File: config.mk
export PLATFORM = sky130hd
export DESIGN_NAME = cpio_newc_archive_validator
export DESIGN_NICKNAME = d
export VERILOG_FILES = /design/src/sv/cpio_pkg.sv /design/src/sv/cpio_parser.sv /design/src/sv/cpio_result_fifo.sv /design/src/sv/cpio_newc_archive_validator.sv
export VERILOG_INCLUDE_DIRS = /design/src /design/src/sv
export SDC_FILE = /design/constraint.sdc
export NUM_CORES = 2
export LEC_CHECK = 0
export BUFFER_PORTS_ARGS = -buffer_cell sky130_fd_sc_hd__buf_2
export CORE_UTILIZATION = 50
export CTS_CLUSTER_DIAMETER = 200
export DETAILED_ROUTE_END_ITERATION = 8
export PLACE_DENSITY_LB_ADDON = 0.2
export SYNTH_ARGS = -nofsm -noshare
export SYNTH_HDL_FRONTEND = slang
export SYNTH_HIERARCHICAL = 1
export SYNTH_SLANG_ARGS = --single-unit
File: constraint.sdc
create_clock -name aclk -period 18.85 [get_ports aclk]
set_input_delay 0.9425 -clock aclk [delete_from_list [all_inputs] [get_ports aclk]]
set_output_delay 0.9425 -clock aclk [all_outputs]
set_load 0.02 [all_outputs]
File: src/sv/cpio_newc_archive_validator_assert.svh
// Assertion helpers used by the validator's result queue module.
// They expect a clock named aclk and an active-low reset named aresetn.
`ifndef CPIO_NEWC_ARCHIVE_VALIDATOR_ASSERT_SVH
`define CPIO_NEWC_ARCHIVE_VALIDATOR_ASSERT_SVH

// Condition that must hold at every clock edge out of reset
`define CPIO_ASSERT_ALWAYS(lbl, expr) \
    lbl: assert property (@(posedge aclk) disable iff (!aresetn) (expr)) \
        else $error("cpio validator check failed");

// Condition that must hold in the cycle after a trigger
`define CPIO_ASSERT_NEXT(lbl, pre, post) \
    lbl: assert property (@(posedge aclk) disable iff (!aresetn) (pre) |=> (post)) \
        else $error("cpio validator sequence check failed");

`endif

File: src/sv/cpio_pkg.sv
`timescale 1ns / 1ps
package cpio_pkg;

    typedef enum logic [2:0] {
        PH_HEADER  = 3'd0,
        PH_NAME    = 3'd1,
        PH_NAMEPAD = 3'd2,
        PH_DATA    = 3'd3,
        PH_TAILPAD = 3'd4,
        PH_DONE    = 3'd5
    } phase_t;

    localparam logic [2:0] ST_OK        = 3'd0;
    localparam logic [2:0] ST_TRUNC     = 3'd1;
    localparam logic [2:0] ST_MAGIC     = 3'd2;
    localparam logic [2:0] ST_HEX       = 3'd3;
    localparam logic [2:0] ST_NAME      = 3'd4;
    localparam logic [2:0] ST_BOUNDS    = 3'd5;
    localparam logic [2:0] ST_TYPE      = 3'd6;
    localparam logic [2:0] ST_NOTRAILER = 3'd7;

    localparam logic [6:0]  HDR_BYTES     = 7'd110;
    localparam logic [6:0]  MAGIC_BYTES   = 7'd6;
    localparam logic [12:0] NAME_CAP      = 13'd4096;
    localparam logic [12:0] LIMIT_RESET   = 13'd256;
    localparam logic [31:0] TRAILER_NSIZE = 32'd11;
    localparam logic [31:0] MODE_FMT_MASK = 32'h0000_F000;
    localparam logic [31:0] MODE_REG      = 32'h0000_8000;
    localparam logic [31:0] MODE_DIR      = 32'h0000_4000;
    localparam logic [11:0] TRAILER_LEN   = 12'd10;
    localparam logic [11:0] NIDX_MAX      = 12'd4095;

    typedef struct packed {
        logic        is_final;
        logic [2:0]  status_code;
        logic [31:0] entries_seen;
        logic [31:0] failing_offset;
        logic [31:0] entry_mode;
        logic [31:0] entry_size;
        logic [11:0] entry_name_length;
        logic [31:0] entry_data_offset;
    } result_t;

    // Results of one accepted byte: zero, one or two
    typedef struct packed {
        logic [1:0] n;
        result_t    r0;
        result_t    r1;
    } push_t;

    function automatic logic [7:0] magic_char(input logic [2:0] i);
        logic [7:0] c;
        unique case (i)
            3'd0:    c = 8'h30;
            3'd1:    c = 8'h37;
            3'd2:    c = 8'h30;
            3'd3:    c = 8'h37;
            3'd4:    c = 8'h30;
            3'd5:    c = 8'h31;
            default: c = 8'h00;
        endcase
        return c;
    endfunction

    function automatic logic [7:0] trailer_char(input logic [3:0] i);
        logic [7:0] c;
        unique case (i)
            4'd0:    c = 8'h54;
            4'd1:    c = 8'h52;
            4'd2:    c = 8'h41;
            4'd3:    c = 8'h49;
            4'd4:    c = 8'h4C;
            4'd5:    c = 8'h45;
            4'd6:    c = 8'h52;
            4'd7:    c = 8'h21;
            4'd8:    c = 8'h21;
            4'd9:    c = 8'h21;
            default: c = 8'h00;
        endcase
        return c;
    endfunction

    // Bit 4 set marks a byte that is no hex digit
    function automatic logic [4:0] hex_digit(input logic [7:0] c);
        logic [4:0] d;
        if (c >= 8'h30 && c <= 8'h39) begin
            d = 5'(c - 8'h30);
        end else if (c >= 8'h61 && c <= 8'h66) begin
            d = 5'(c - 8'h57);
        end else if (c >= 8'h41 && c <= 8'h46) begin
            d = 5'(c - 8'h37);
        end else begin
            d = 5'd16;
        end
        return d;
    endfunction

endpackage

File: src/sv/cpio_parser.sv
`timescale 1ns / 1ps
module cpio_parser #(
    parameter int OFFSET_BITS = 32
) (
    input  logic                aclk,
    input  logic                aresetn,
    input  logic                in_accept,
    input  logic [7:0]          data_byte,
    input  logic                last_byte,
    input  logic                cfg_we,
    input  logic [12:0]         cfg_wdata,
    output cpio_pkg::push_t     push
);

    localparam int WX = (OFFSET_BITS > 32) ? OFFSET_BITS : 32;

    cpio_pkg::phase_t       phase_reg, phase_next;
    logic [6:0]             hbi_reg, hbi_next;
    logic [31:0]            acc_reg, acc_next;
    logic [31:0]            mode_reg, mode_next;
    logic [31:0]            fsize_reg, fsize_next;
    logic [31:0]            nsize_reg, nsize_next;
    logic [2:0]             perr_reg, perr_next;
    logic [11:0]            nidx_reg, nidx_next;
    logic                   trl_reg, trl_next;
    logic [OFFSET_BITS-1:0] ofs_reg, ofs_next;
    logic [OFFSET_BITS-1:0] estart_reg, estart_next;
    logic [31:0]            rem_reg, rem_next;
    logic [31:0]            cnt_reg, cnt_next;
    logic [12:0]            limit_reg;

    logic [OFFSET_BITS-1:0] endo;
    logic [OFFSET_BITS-1:0] doff;
    logic [12:0]            lim;
    logic [4:0]             dig;
    logic [6:0]             rel;
    logic [6:0]             hi1;
    logic [1:0]             pad;
    logic [31:0]            mtype;
    logic                   do_entry;
    logic                   final_done;
    cpio_pkg::push_t        res;

    function automatic logic [31:0] lo32(input logic [OFFSET_BITS-1:0] v);
        logic [WX-1:0] x;
        x = WX'(v);
        return x[31:0];
    endfunction

    function automatic cpio_pkg::push_t add_res(input cpio_pkg::push_t p,
                                                input cpio_pkg::result_t r);
        cpio_pkg::push_t q;
        q = p;
        if (p.n == 2'd0) begin
            q.r0 = r;
        end else begin
            q.r1 = r;
        end
        q.n = p.n + 2'd1;
        return q;
    endfunction

    function automatic cpio_pkg::result_t fin_res(input logic [2:0] st,
                                                  input logic [31:0] cnt,
                                                  input logic [31:0] fo);
        cpio_pkg::result_t r;
        r = '0;
        r.is_final       = 1'b1;
        r.status_code    = st;
        r.entries_seen   = cnt;
        r.failing_offset = fo;
        return r;
    endfunction

    // Process one byte
    always_comb begin
        phase_next  = phase_reg;
        hbi_next    = hbi_reg;
        acc_next    = acc_reg;
        mode_next   = mode_reg;
        fsize_next  = fsize_reg;
        nsize_next  = nsize_reg;
        perr_next   = perr_reg;
        nidx_next   = nidx_reg;
        trl_next    = trl_reg;
        ofs_next    = ofs_reg;
        estart_next = estart_reg;
        rem_next    = rem_reg;
        cnt_next    = cnt_reg;
        res         = '0;
        do_entry    = 1'b0;
        final_done  = 1'b0;
        dig         = 5'd0;
        rel         = 7'd0;
        hi1         = 7'd0;
        pad         = 2'd0;
        mtype       = 32'd0;
        doff        = '0;
        endo        = ofs_reg + OFFSET_BITS'(1);
        lim         = (limit_reg > cpio_pkg::NAME_CAP) ? cpio_pkg::NAME_CAP : limit_reg;

        unique case (phase_reg)
            cpio_pkg::PH_HEADER: begin
                if (hbi_reg == 7'd0) begin
                    estart_next = ofs_reg;
                    perr_next   = cpio_pkg::ST_OK;
                    acc_next    = 32'd0;
                end
                if (hbi_reg < cpio_pkg::MAGIC_BYTES) begin
                    if (data_byte != cpio_pkg::magic_char(hbi_reg[2:0])
                        && perr_next == cpio_pkg::ST_OK) begin
                        perr_next = cpio_pkg::ST_MAGIC;
                    end
                end else begin
                    dig = cpio_pkg::hex_digit(data_byte);
                    if (dig[4] && perr_next == cpio_pkg::ST_OK) begin
                        perr_next = cpio_pkg::ST_HEX;
                    end
                    acc_next = {acc_next[27:0], dig[3:0]};
                    rel = hbi_reg - cpio_pkg::MAGIC_BYTES;
                    if (rel[2:0] == 3'd7) begin
                        case (rel[6:3])
                            4'd1:    mode_next  = acc_next;
                            4'd6:    fsize_next = acc_next;
                            4'd11:   nsize_next = acc_next;
                            default: ;
                        endcase
                    end
                end
                hi1 = hbi_reg + 7'd1;
                if (hi1 >= cpio_pkg::HDR_BYTES) begin
                    hbi_next = 7'd0;
                    if (perr_next != cpio_pkg::ST_OK) begin
                        res = add_res(res, fin_res(perr_next, cnt_next, lo32(estart_next)));
                        phase_next = cpio_pkg::PH_DONE;
                        final_done = 1'b1;
                    end else if (nsize_next < 32'd2 || nsize_next > {19'd0, lim}) begin
                        res = add_res(res, fin_res(cpio_pkg::ST_NAME, cnt_next,
                                                   lo32(estart_next)));
                        phase_next = cpio_pkg::PH_DONE;
                        final_done = 1'b1;
                    end else begin
                        phase_next = cpio_pkg::PH_NAME;
                        nidx_next  = 12'd0;
                        rem_next   = nsize_next;
                        trl_next   = 1'b1;
                        perr_next  = cpio_pkg::ST_OK;
                    end
                end else begin
                    hbi_next = hi1;
                end
            end
            cpio_pkg::PH_NAME: begin
                if (nidx_reg == 12'd0 && data_byte == 8'h2F) begin
                    perr_next = cpio_pkg::ST_NAME;
                end
                if ({20'd0, nidx_reg} < nsize_reg - 32'd1 && data_byte == 8'h00) begin
                    perr_next = cpio_pkg::ST_NAME;
                end
                if ({20'd0, nidx_reg} == nsize_reg - 32'd1 && data_byte != 8'h00) begin
                    perr_next = cpio_pkg::ST_NAME;
                end
                if (nidx_reg < cpio_pkg::TRAILER_LEN) begin
                    if (data_byte != cpio_pkg::trailer_char(nidx_reg[3:0])) begin
                        trl_next = 1'b0;
                    end
                end
                if (nidx_reg < cpio_pkg::NIDX_MAX) begin
                    nidx_next = nidx_reg + 12'd1;
                end
                rem_next = rem_reg - 32'd1;
                if (rem_next == 32'd0) begin
                    if (perr_next != cpio_pkg::ST_OK) begin
                        res = add_res(res, fin_res(cpio_pkg::ST_NAME, cnt_next,
                                                   lo32(estart_reg)));
                        phase_next = cpio_pkg::PH_DONE;
                        final_done = 1'b1;
                    end else begin
                        pad = 2'd0 - endo[1:0];
                        if (pad != 2'd0) begin
                            phase_next = cpio_pkg::PH_NAMEPAD;
                            rem_next   = {30'd0, pad};
                        end else if (fsize_reg == 32'd0) begin
                            do_entry = 1'b1;
                        end else begin
                            phase_next = cpio_pkg::PH_DATA;
                            rem_next   = fsize_reg;
                        end
                    end
                end
            end
            cpio_pkg::PH_NAMEPAD: begin
                rem_next = rem_reg - 32'd1;
                if (rem_next == 32'd0) begin
                    if (fsize_reg == 32'd0) begin
                        do_entry = 1'b1;
                    end else begin
                        phase_next = cpio_pkg::PH_DATA;
                        rem_next   = fsize_reg;
                    end
                end
            end
            cpio_pkg::PH_DATA: begin
                rem_next = rem_reg - 32'd1;
                if (rem_next == 32'd0) begin
                    do_entry = 1'b1;
                end
            end
            cpio_pkg::PH_TAILPAD: begin
                rem_next = rem_reg - 32'd1;
                if (rem_next == 32'd0) begin
                    phase_next = cpio_pkg::PH_HEADER;
                    hbi_next   = 7'd0;
                end
            end
            default: begin
                phase_next = cpio_pkg::PH_DONE;
            end
        endcase

        // Close the entry once its data has arrived
        if (do_entry) begin
            mtype = mode_reg & cpio_pkg::MODE_FMT_MASK;
            if (trl_next && nsize_reg == cpio_pkg::TRAILER_NSIZE) begin
                res = add_res(res, fin_res(cpio_pkg::ST_OK, cnt_next, 32'd0));
                phase_next = cpio_pkg::PH_DONE;
                final_done = 1'b1;
            end else if (mtype != cpio_pkg::MODE_REG && mtype != cpio_pkg::MODE_DIR) begin
                res = add_res(res, fin_res(cpio_pkg::ST_TYPE, cnt_next, lo32(estart_reg)));
                phase_next = cpio_pkg::PH_DONE;
                final_done = 1'b1;
            end else begin
                if (cnt_next != 32'hFFFF_FFFF) begin
                    cnt_next = cnt_next + 32'd1;
                end
                doff = endo - OFFSET_BITS'(fsize_reg);
                res = add_res(res, '{is_final: 1'b0, status_code: cpio_pkg::ST_OK,
                                     entries_seen: cnt_next, failing_offset: 32'd0,
                                     entry_mode: mode_reg, entry_size: fsize_reg,
                                     entry_name_length: 12'(nsize_reg - 32'd1),
                                     entry_data_offset: lo32(doff)});
                pad = 2'd0 - endo[1:0];
                if (pad != 2'd0) begin
                    phase_next = cpio_pkg::PH_TAILPAD;
                    rem_next   = {30'd0, pad};
                end else begin
                    phase_next = cpio_pkg::PH_HEADER;
                    hbi_next   = 7'd0;
                end
            end
        end

        // End of stream: report and return to the reset state
        if (last_byte) begin
            if (!final_done && phase_next != cpio_pkg::PH_DONE) begin
                case (phase_next) inside
                    cpio_pkg::PH_HEADER: begin
                        if (hbi_next == 7'd0) begin
                            res = add_res(res, fin_res(cpio_pkg::ST_NOTRAILER, cnt_next,
                                                       lo32(endo)));
                        end else begin
                            res = add_res(res, fin_res(cpio_pkg::ST_TRUNC, cnt_next,
                                                       lo32(estart_next)));
                        end
                    end
                    cpio_pkg::PH_NAME: begin
                        res = add_res(res, fin_res(cpio_pkg::ST_TRUNC, cnt_next,
                                                   lo32(estart_next)));
                    end
                    cpio_pkg::PH_NAMEPAD, cpio_pkg::PH_DATA: begin
                        res = add_res(res, fin_res(cpio_pkg::ST_BOUNDS, cnt_next,
                                                   lo32(estart_next)));
                    end
                    default: begin
                        res = add_res(res, fin_res(cpio_pkg::ST_NOTRAILER, cnt_next,
                                      lo32(endo + OFFSET_BITS'(rem_next))));
                    end
                endcase
            end
            phase_next  = cpio_pkg::PH_HEADER;
            hbi_next    = 7'd0;
            acc_next    = 32'd0;
            mode_next   = 32'd0;
            fsize_next  = 32'd0;
            nsize_next  = 32'd0;
            perr_next   = cpio_pkg::ST_OK;
            nidx_next   = 12'd0;
            trl_next    = 1'b1;
            ofs_next    = '0;
            estart_next = '0;
            rem_next    = 32'd0;
            cnt_next    = 32'd0;
        end else begin
            ofs_next = endo;
        end
    end

    // Drop the results of cycles without a request
    always_comb begin
        push = res;
        if (!in_accept) begin
            push.n = 2'd0;
        end
    end

    // Hold the limit register
    always_ff @(posedge aclk) begin
        if (!aresetn) begin
            limit_reg <= cpio_pkg::LIMIT_RESET;
        end else if (cfg_we) begin
            limit_reg <= cfg_wdata;
        end
    end

    // Advance the parse state on each request
    always_ff @(posedge aclk) begin
        if (!aresetn) begin
            phase_reg  <= cpio_pkg::PH_HEADER;
            hbi_reg    <= 7'd0;
            acc_reg    <= 32'd0;
            mode_reg   <= 32'd0;
            fsize_reg  <= 32'd0;
            nsize_reg  <= 32'd0;
            perr_reg   <= cpio_pkg::ST_OK;
            nidx_reg   <= 12'd0;
            trl_reg    <= 1'b1;
            ofs_reg    <= '0;
            estart_reg <= '0;
            rem_reg    <= 32'd0;
            cnt_reg    <= 32'd0;
        end else if (in_accept) begin
            phase_reg  <= phase_next;
            hbi_reg    <= hbi_next;
            acc_reg    <= acc_next;
            mode_reg   <= mode_next;
            fsize_reg  <= fsize_next;
            nsize_reg  <= nsize_next;
            perr_reg   <= perr_next;
            nidx_reg   <= nidx_next;
            trl_reg    <= trl_next;
            ofs_reg    <= ofs_next;
            estart_reg <= estart_next;
            rem_reg    <= rem_next;
            cnt_reg    <= cnt_next;
        end
    end

endmodule

File: src/sv/cpio_result_fifo.sv
`timescale 1ns / 1ps
`include "cpio_newc_archive_validator_assert.svh"
module cpio_result_fifo (
    input  logic              aclk,
    input  logic              aresetn,
    input  cpio_pkg::push_t   push,
    input  logic              pop,
    output logic              room2,
    output logic              out_valid,
    output cpio_pkg::result_t out_data
);

    cpio_pkg::result_t mem [4];
    logic [1:0] wp_reg, wp_next;
    logic [1:0] rp_reg, rp_next;
    logic [2:0] cnt_reg, cnt_next;
    logic       do_pop;

    assign out_valid = (cnt_reg != 3'd0);
    assign out_data  = mem[rp_reg];
    assign room2     = (cnt_reg <= 3'd2);
    assign do_pop    = pop && out_valid;

    // Advance pointers and occupancy
    always_comb begin
        wp_next  = wp_reg + push.n;
        rp_next  = rp_reg + {1'b0, do_pop};
        cnt_next = cnt_reg + {1'b0, push.n} - {2'd0, do_pop};
    end

    always_ff @(posedge aclk) begin
        if (!aresetn) begin
            wp_reg  <= 2'd0;
            rp_reg  <= 2'd0;
            cnt_reg <= 3'd0;
        end else begin
            wp_reg  <= wp_next;
            rp_reg  <= rp_next;
            cnt_reg <= cnt_next;
        end
    end

    // Store up to two results per cycle
    always_ff @(posedge aclk) begin
        if (push.n != 2'd0) begin
            mem[wp_reg] <= push.r0;
        end
        if (push.n == 2'd2) begin
            mem[wp_reg + 2'd1] <= push.r1;
        end
    end

    `CPIO_ASSERT_ALWAYS(a_cnt_bound, cnt_reg <= 3'd4)
    `CPIO_ASSERT_NEXT(a_pop_only, (do_pop && push.n == 2'd0), cnt_reg == $past(cnt_reg) - 3'd1)
    `CPIO_ASSERT_NEXT(a_push_two, (!do_pop && push.n == 2'd2), cnt_reg == $past(cnt_reg) + 3'd2)

endmodule

File: src/sv/cpio_newc_archive_validator.sv
// Results of an accepted byte are registered in the result queue and offered on the master side in order.
// Throughput: one archive byte per cycle while s_tready is high; the byte update is a single registered pass.
// A byte may raise two results; s_tready drops while the 4-deep result queue holds 3 or more.
// Reset: aresetn is synchronous and active low; it clears the parse state and the queue
// and sets the name size limit to 256.
`timescale 1ns / 1ps
module cpio_newc_archive_validator #(
    parameter int OFFSET_BITS = 32
) (
    input  logic         aclk,
    input  logic         aresetn,
    input  logic         s_tvalid,
    output logic         s_tready,
    input  logic [7:0]   s_tdata,   // data_byte[7:0]
    input  logic         s_tlast,   // last_byte
    output logic         m_tvalid,
    input  logic         m_tready,
    // status_code[2:0], entries_seen[34:3], failing_offset[66:35], entry_mode[98:67],
    // entry_size[130:99], entry_name_length[142:131], entry_data_offset[174:143], zero[175]
    output logic [175:0] m_tdata,
    output logic         m_tuser,   // is_final
    input  logic         cfg_we,
    input  logic [12:0]  cfg_wdata
);

    cpio_pkg::push_t   push;
    cpio_pkg::result_t head;
    logic              room2;
    logic              in_accept;

    assign s_tready  = room2;
    assign in_accept = s_tvalid && room2;

    cpio_parser #(
        .OFFSET_BITS(OFFSET_BITS)
    ) u_parser (
        .aclk      (aclk),
        .aresetn   (aresetn),
        .in_accept (in_accept),
        .data_byte (s_tdata),
        .last_byte (s_tlast),
        .cfg_we    (cfg_we),
        .cfg_wdata (cfg_wdata),
        .push      (push)
    );

    cpio_result_fifo u_fifo (
        .aclk      (aclk),
        .aresetn   (aresetn),
        .push      (push),
        .pop       (m_tready),
        .room2     (room2),
        .out_valid (m_tvalid),
        .out_data  (head)
    );

    // Pack the head result
    assign m_tuser = head.is_final;
    assign m_tdata = {1'b0, head.entry_data_offset, head.entry_name_length, head.entry_size,
                      head.entry_mode, head.failing_offset, head.entries_seen,
                      head.status_code};

endmodule
-- Word-level counts from Yosys, hierarchy flattened
Memories as Yosys holds them, arrays and structs flattened. A register that Yosys moved wholly into a read port is not among the register bits.
Index checks and enable logic that the tools add are counted.
- bits in registers: 298
- RAM bits: 704
- bits in read-only memories: 112
- bits of input ports: 27
- output and inout port bits: 179
- logic and storage cells: 290
- memories kept: 2
- $add $sub $neg: 20
- $lt $le $gt $ge: 15
- eq/ne operators: 31
- muxes and demuxes: 158
- reduce and logical (&&, ||, !) cells: 47
- memory list (name ; words ; bits a word ; read ports ; clocked after memory_dff ; wr ports ; line ; source):
    u_fifo.mem ; 4 ; 176 ; 1 ; 1 ; 2 ; cpio_result_fifo.sv:13 ; cpio_pkg::result_t mem [4];
    (no name shown) ; 16 ; 7 ; 1 ; 1 ; 0 ; cpio_pkg.sv:67 ; unique case (i)
- operator list (operator ; count):
    176-bit two-way mux ; 14
    354-bit two-way mux ; 6
    352-bit two-way mux ; 6
    32-bit two-way mux ; 38
    354-bit case mux with 2 select lines ; 1
    353-bit two-way mux ; 2
    32-bit case mux with 4 select lines ; 1
    28-bit two-way mux ; 4
    3-bit two-way mux ; 28
    32-bit by 1-bit adder with 32-bit output (second input constant) ; 2
    32-bit zero test ; 2
    32-bit by 1-bit subtractor with 32-bit output (second input constant) ; 2
    12-bit two-way mux ; 5
    7-bit two-way mux ; 7
    32-bit adder ; 1
    12-bit by 32-bit == test with 1-bit output ; 1
    32-bit by 4-bit == test with 1-bit output (second input constant) ; 1
    32-bit by 13-bit > comparator with 1-bit output ; 1
    12-bit by 32-bit < comparator with 1-bit output ; 1
    32-bit by 2-bit < comparator with 1-bit output (second input constant) ; 1
    8-bit two-way mux ; 4
    32-bit != test (second input constant) ; 1
    32-bit subtractor ; 1
    5-bit two-way mux ; 5
    61 further kinds ; 136

-- Depth between registers and ports, before layout
- depth in word-level cells: 33
- depth in mapped cells: 37
- mapped depth without buffers: 36

-- Modules after synthesis
Netlist, hierarchy kept.
- modules (own cells, without submodules) (module ; instances ; cells an instance ; area an instance (um2) ; seq. area each (um2)):
    cpio_result_fifo ; 1 ; 1748 ; 34314.2 ; 21280.4
    cpio_parser ; 1 ; 3425 ; 24905.1 ; 5965.7
    cpio_newc_archive_validator ; 1 ; 3 ; 17.5 ; 0.0

-- Worst setup path after synthesis
No wires, ideal clock.
- kind: in2reg
- start point: input port s_tdata[3]
- end point: memory u_fifo/mem[0][0] (netlist name), enable pin
- setup time: 0.955 ns
- arrival time: 17.888 ns
- required time: 17.895 ns
- setup slack: 0.007 ns
- cell stages on the path: 23
- buffers on the path: 3
- path through: clkbuf_1 or4b_1 or3_1 o22ai_1 a21oi_1 o21ai_0 ha_1 o21ai_0 a21oi_1 o41ai_1 a211oi_1 or4_1 nor2_1 nor2_1 a31oi_4 o21ai_1 a211oi_2 nand2_1 clkbuf_1 a21oi_1 buf_2 o21bai_1 o21ai_0
- RTL lines (item ; line ; source):
    start, declared ; cpio_newc_archive_validator.sv:14 ; input logic [7:0] s_tdata,
    end, declared ; cpio_result_fifo.sv:13 ;

==> results.toml <==
[critical_path]
slowest_delay_ns = 0.67
cp-start-kind = "flop"
critPathKind = "flop to flop"
crit_buf_inv = 1
path_max_fanout = 28
arrival_ns = 11.17
cp_top_family = "compound AO/OA/AOI/OAI gates"
crit_required_ns = 19.43
end_kind = "flop"
crit_path_top_delay_cell = "o21ai_1"

[finish]
largest_reg_flops = 704
fillers = 9920
regMostFlops = "u_fifo/mem"
syn_to_final_growth_pct = 8.59
final_area_um2 = 64300
ff_latch_area_um2 = 27300
layoutNonFillerInstCount = 6823
multiInputGateArea_um2 = 29600
num-nets-final = 5345
layout-drive-gt1-share = 0.228

[worst_hold_path]
hold_class = "input port to flop"

[die]
fp-row-count = 125
die_area_um2 = 120000
initial_utilization = 0.507
die_w_um = 346
pin_count = 206
die_h_um = 346
core_area_um2 = 117000

[run_status]
status = "finished clean"

[synth]
synth.distinct_cells = 104
synth-simple-area-share = 0.124
ys_seq_area_frac = 0.460
async_flop_share = 0
syn_avg_cell_area_um2 = 11.4
synth_compound_area_frac = 0.0970
synthAdderAreaFrac = 0.0245
synth_seq_cells = 1009
synth_top_family_by_area = "multiplexers"
ys_top_cells_by_count = "edfxtp_1, mux2_2, nor2_1"
synthMuxAreaShare = 0.221
synth_top_cell_by_area = "edfxtp_1"
synth.most_common_cell = "edfxtp_1"
synthCells = 5176
yosys_warnings = 6
synth_edf_count = 704
ys.flop_type = "edfxtp_1"
synthTopCellsByArea = "edfxtp_1, dfxtp_1, mux2_2"
synth_area_um2 = 59200
synth_top_area_share = 0.357
synthXorXnorAreaFrac = 0.0238

[placement]
globalplace.congestion = 1.04
portBuffers = 204
dp_slack_ns = 8.05
dpl_cell_area_um2 = 60700
dp_hpwl_um = 115000
dp.cells = 6617

[pwr]
ir_drop_uv = 78.6
powerDensity_nw_per_um2 = 88.9
power_leakage_nw = 23.8
total_power_w = 0.00572

[timing]
finalCriticalPeriod_ns = 10.58
fin_setup_tns_ns = 0
finalCritPeriodShare = 0.562
finalSetupViolCount = 0
timing.fmax_ghz = 0.0945
tightest_slew_ns = 1.35
rsz0062_at_grt = "false"
finalHoldViolations = 0
fin_skew_ns = 0.0390
worst_slack_ns = 8.27
slew_violations = 0
relSlewSlack = 0.0943

[clocking]
cts_sinks = 1009
clk_path_buf_depth = 3
holdBufCountCts = 0
post_cts_resized = 0
clk_latency_ns = 0.72
clk_pin_slew_ns = 0.06
cts_buffers = 108
postCtsSetupBuffers = 0
cts_tree = "done"
htreeDepth = 3
root_buffer = "clkbuf_16"

[drt]
drc = 0
vias_per_cell = 6.18
first_pass_iters = 8
wire_per_inst_um = 25.7
drt_iter0_drc = 3919
routed_wl_um = 176000
antenna_left = 0
via_count = 42161

[grt]
grt_use_met2 = 0.438
use_met1 = 0.404
grt.overflow.total = 0
met3_usage = 0.0515
grt_pass1_vias = 40374
grt_max_degree = 170
busiest_layer = "met2"
antenna_found_initial = 4
grt_usage = 0.287
grt_pass1_wl_um = 262000

[job]
cap_violations = 0
[worst min-delay path, cell delays in order]
cell and delay, ns:
buf_2 0.07, mux2i_1 0.05, nand2_1 0.06
[worst paths after layout]
kind,from,endpoint,slack [ns],cells past startpoint
hold reg to reg,u_parser/mode_reg[29],u_parser/mode_reg[29],0.46,2
setup reg to reg,u_parser/hbi_reg[2],u_fifo/mem[0][139],8.27,34
setup / recovery,u_parser/hbi_reg[2],u_fifo/mem[0][139],8.27,34
hold / removal,cfg_wdata[8],u_parser/limit_reg[8],0.45,3
[cells in the final DEF, fill, tap and decap left out, drive strengths merged, types with 26 or more instances in the layout]
| master | instances |
|---|---|
| mux2i | 116 |
| or2 | 27 |
| or3 | 28 |
| ha | 111 |
| nand2 | 327 |
| conb | 111 |
| mux4 | 176 |
| o21ai | 220 |
| a22oi | 126 |
| buf | 272 |
| nor4 | 57 |
| nor2b | 193 |
| nand3 | 127 |
| clkinv | 37 |
| clkbuf | 154 |
| nand4 | 38 |
| a21oi | 190 |
| edfxtp | 704 |
| a21boi | 88 |
| mux2 | 707 |
| nor3 | 98 |
| nor2 | 348 |
| xnor2 | 80 |
| a21o | 34 |
| and2 | 40 |
| and3 | 71 |
| dfxtp | 305 |
| xor2 | 76 |
| inv | 106 |
| a31oi | 26 |
[final cells by class]
type | count | share of cell area
repair buffers | 272 | 0.0251
multi-input cells | 3710 | 0.460
diodes | 3 | 0.000117
well taps | 1524 | 0.0296
clock buffers | 154 | 0.0473
flip-flops and latches | 1009 | 0.424
inverters | 103 | 0.00601
clock inverters | 48 | 0.00838
[per-layer routing]
layer | up-vias | share of wire
met2 | 1610 | 0.45
li1 | 19290 | -
met1 | 21008 | 0.44
met3 | 253 | 0.077
met5 | - | 0
met4 | 0 | 0.039
[logic make-up (layout without fill, tap and decap cells)]
family	Yosys count	count (layout)
flip-flops	1009	1009
other	2	114
AO/OA/AOI/OAI	876	876
AND/OR/NAND/NOR	1452	1452
adder cells (fa/ha/maj)	114	114
multiplexers	999	999
buffers and inverters	566	577
XOR/XNOR	158	158
[per-stage QoR]
step | hold WS [ns] | util
final | 0.448 | 0.551
after CTS | 0.399 | 0.550
after floorplan | 0.439 | -
after global placement | 0.449 | 0.520
after detailed placement | 0.454 | 0.520
after global routing | 0.445 | 0.551
[report_power, final]
group          internal, W  switching [W]  total, W
Combinational     0.000410       0.000671   0.00108
Sequential         0.00244      0.0000486   0.00249
Clock              0.00123       0.000924   0.00215
No activity file was read; power rests on OpenSTA's default activity.
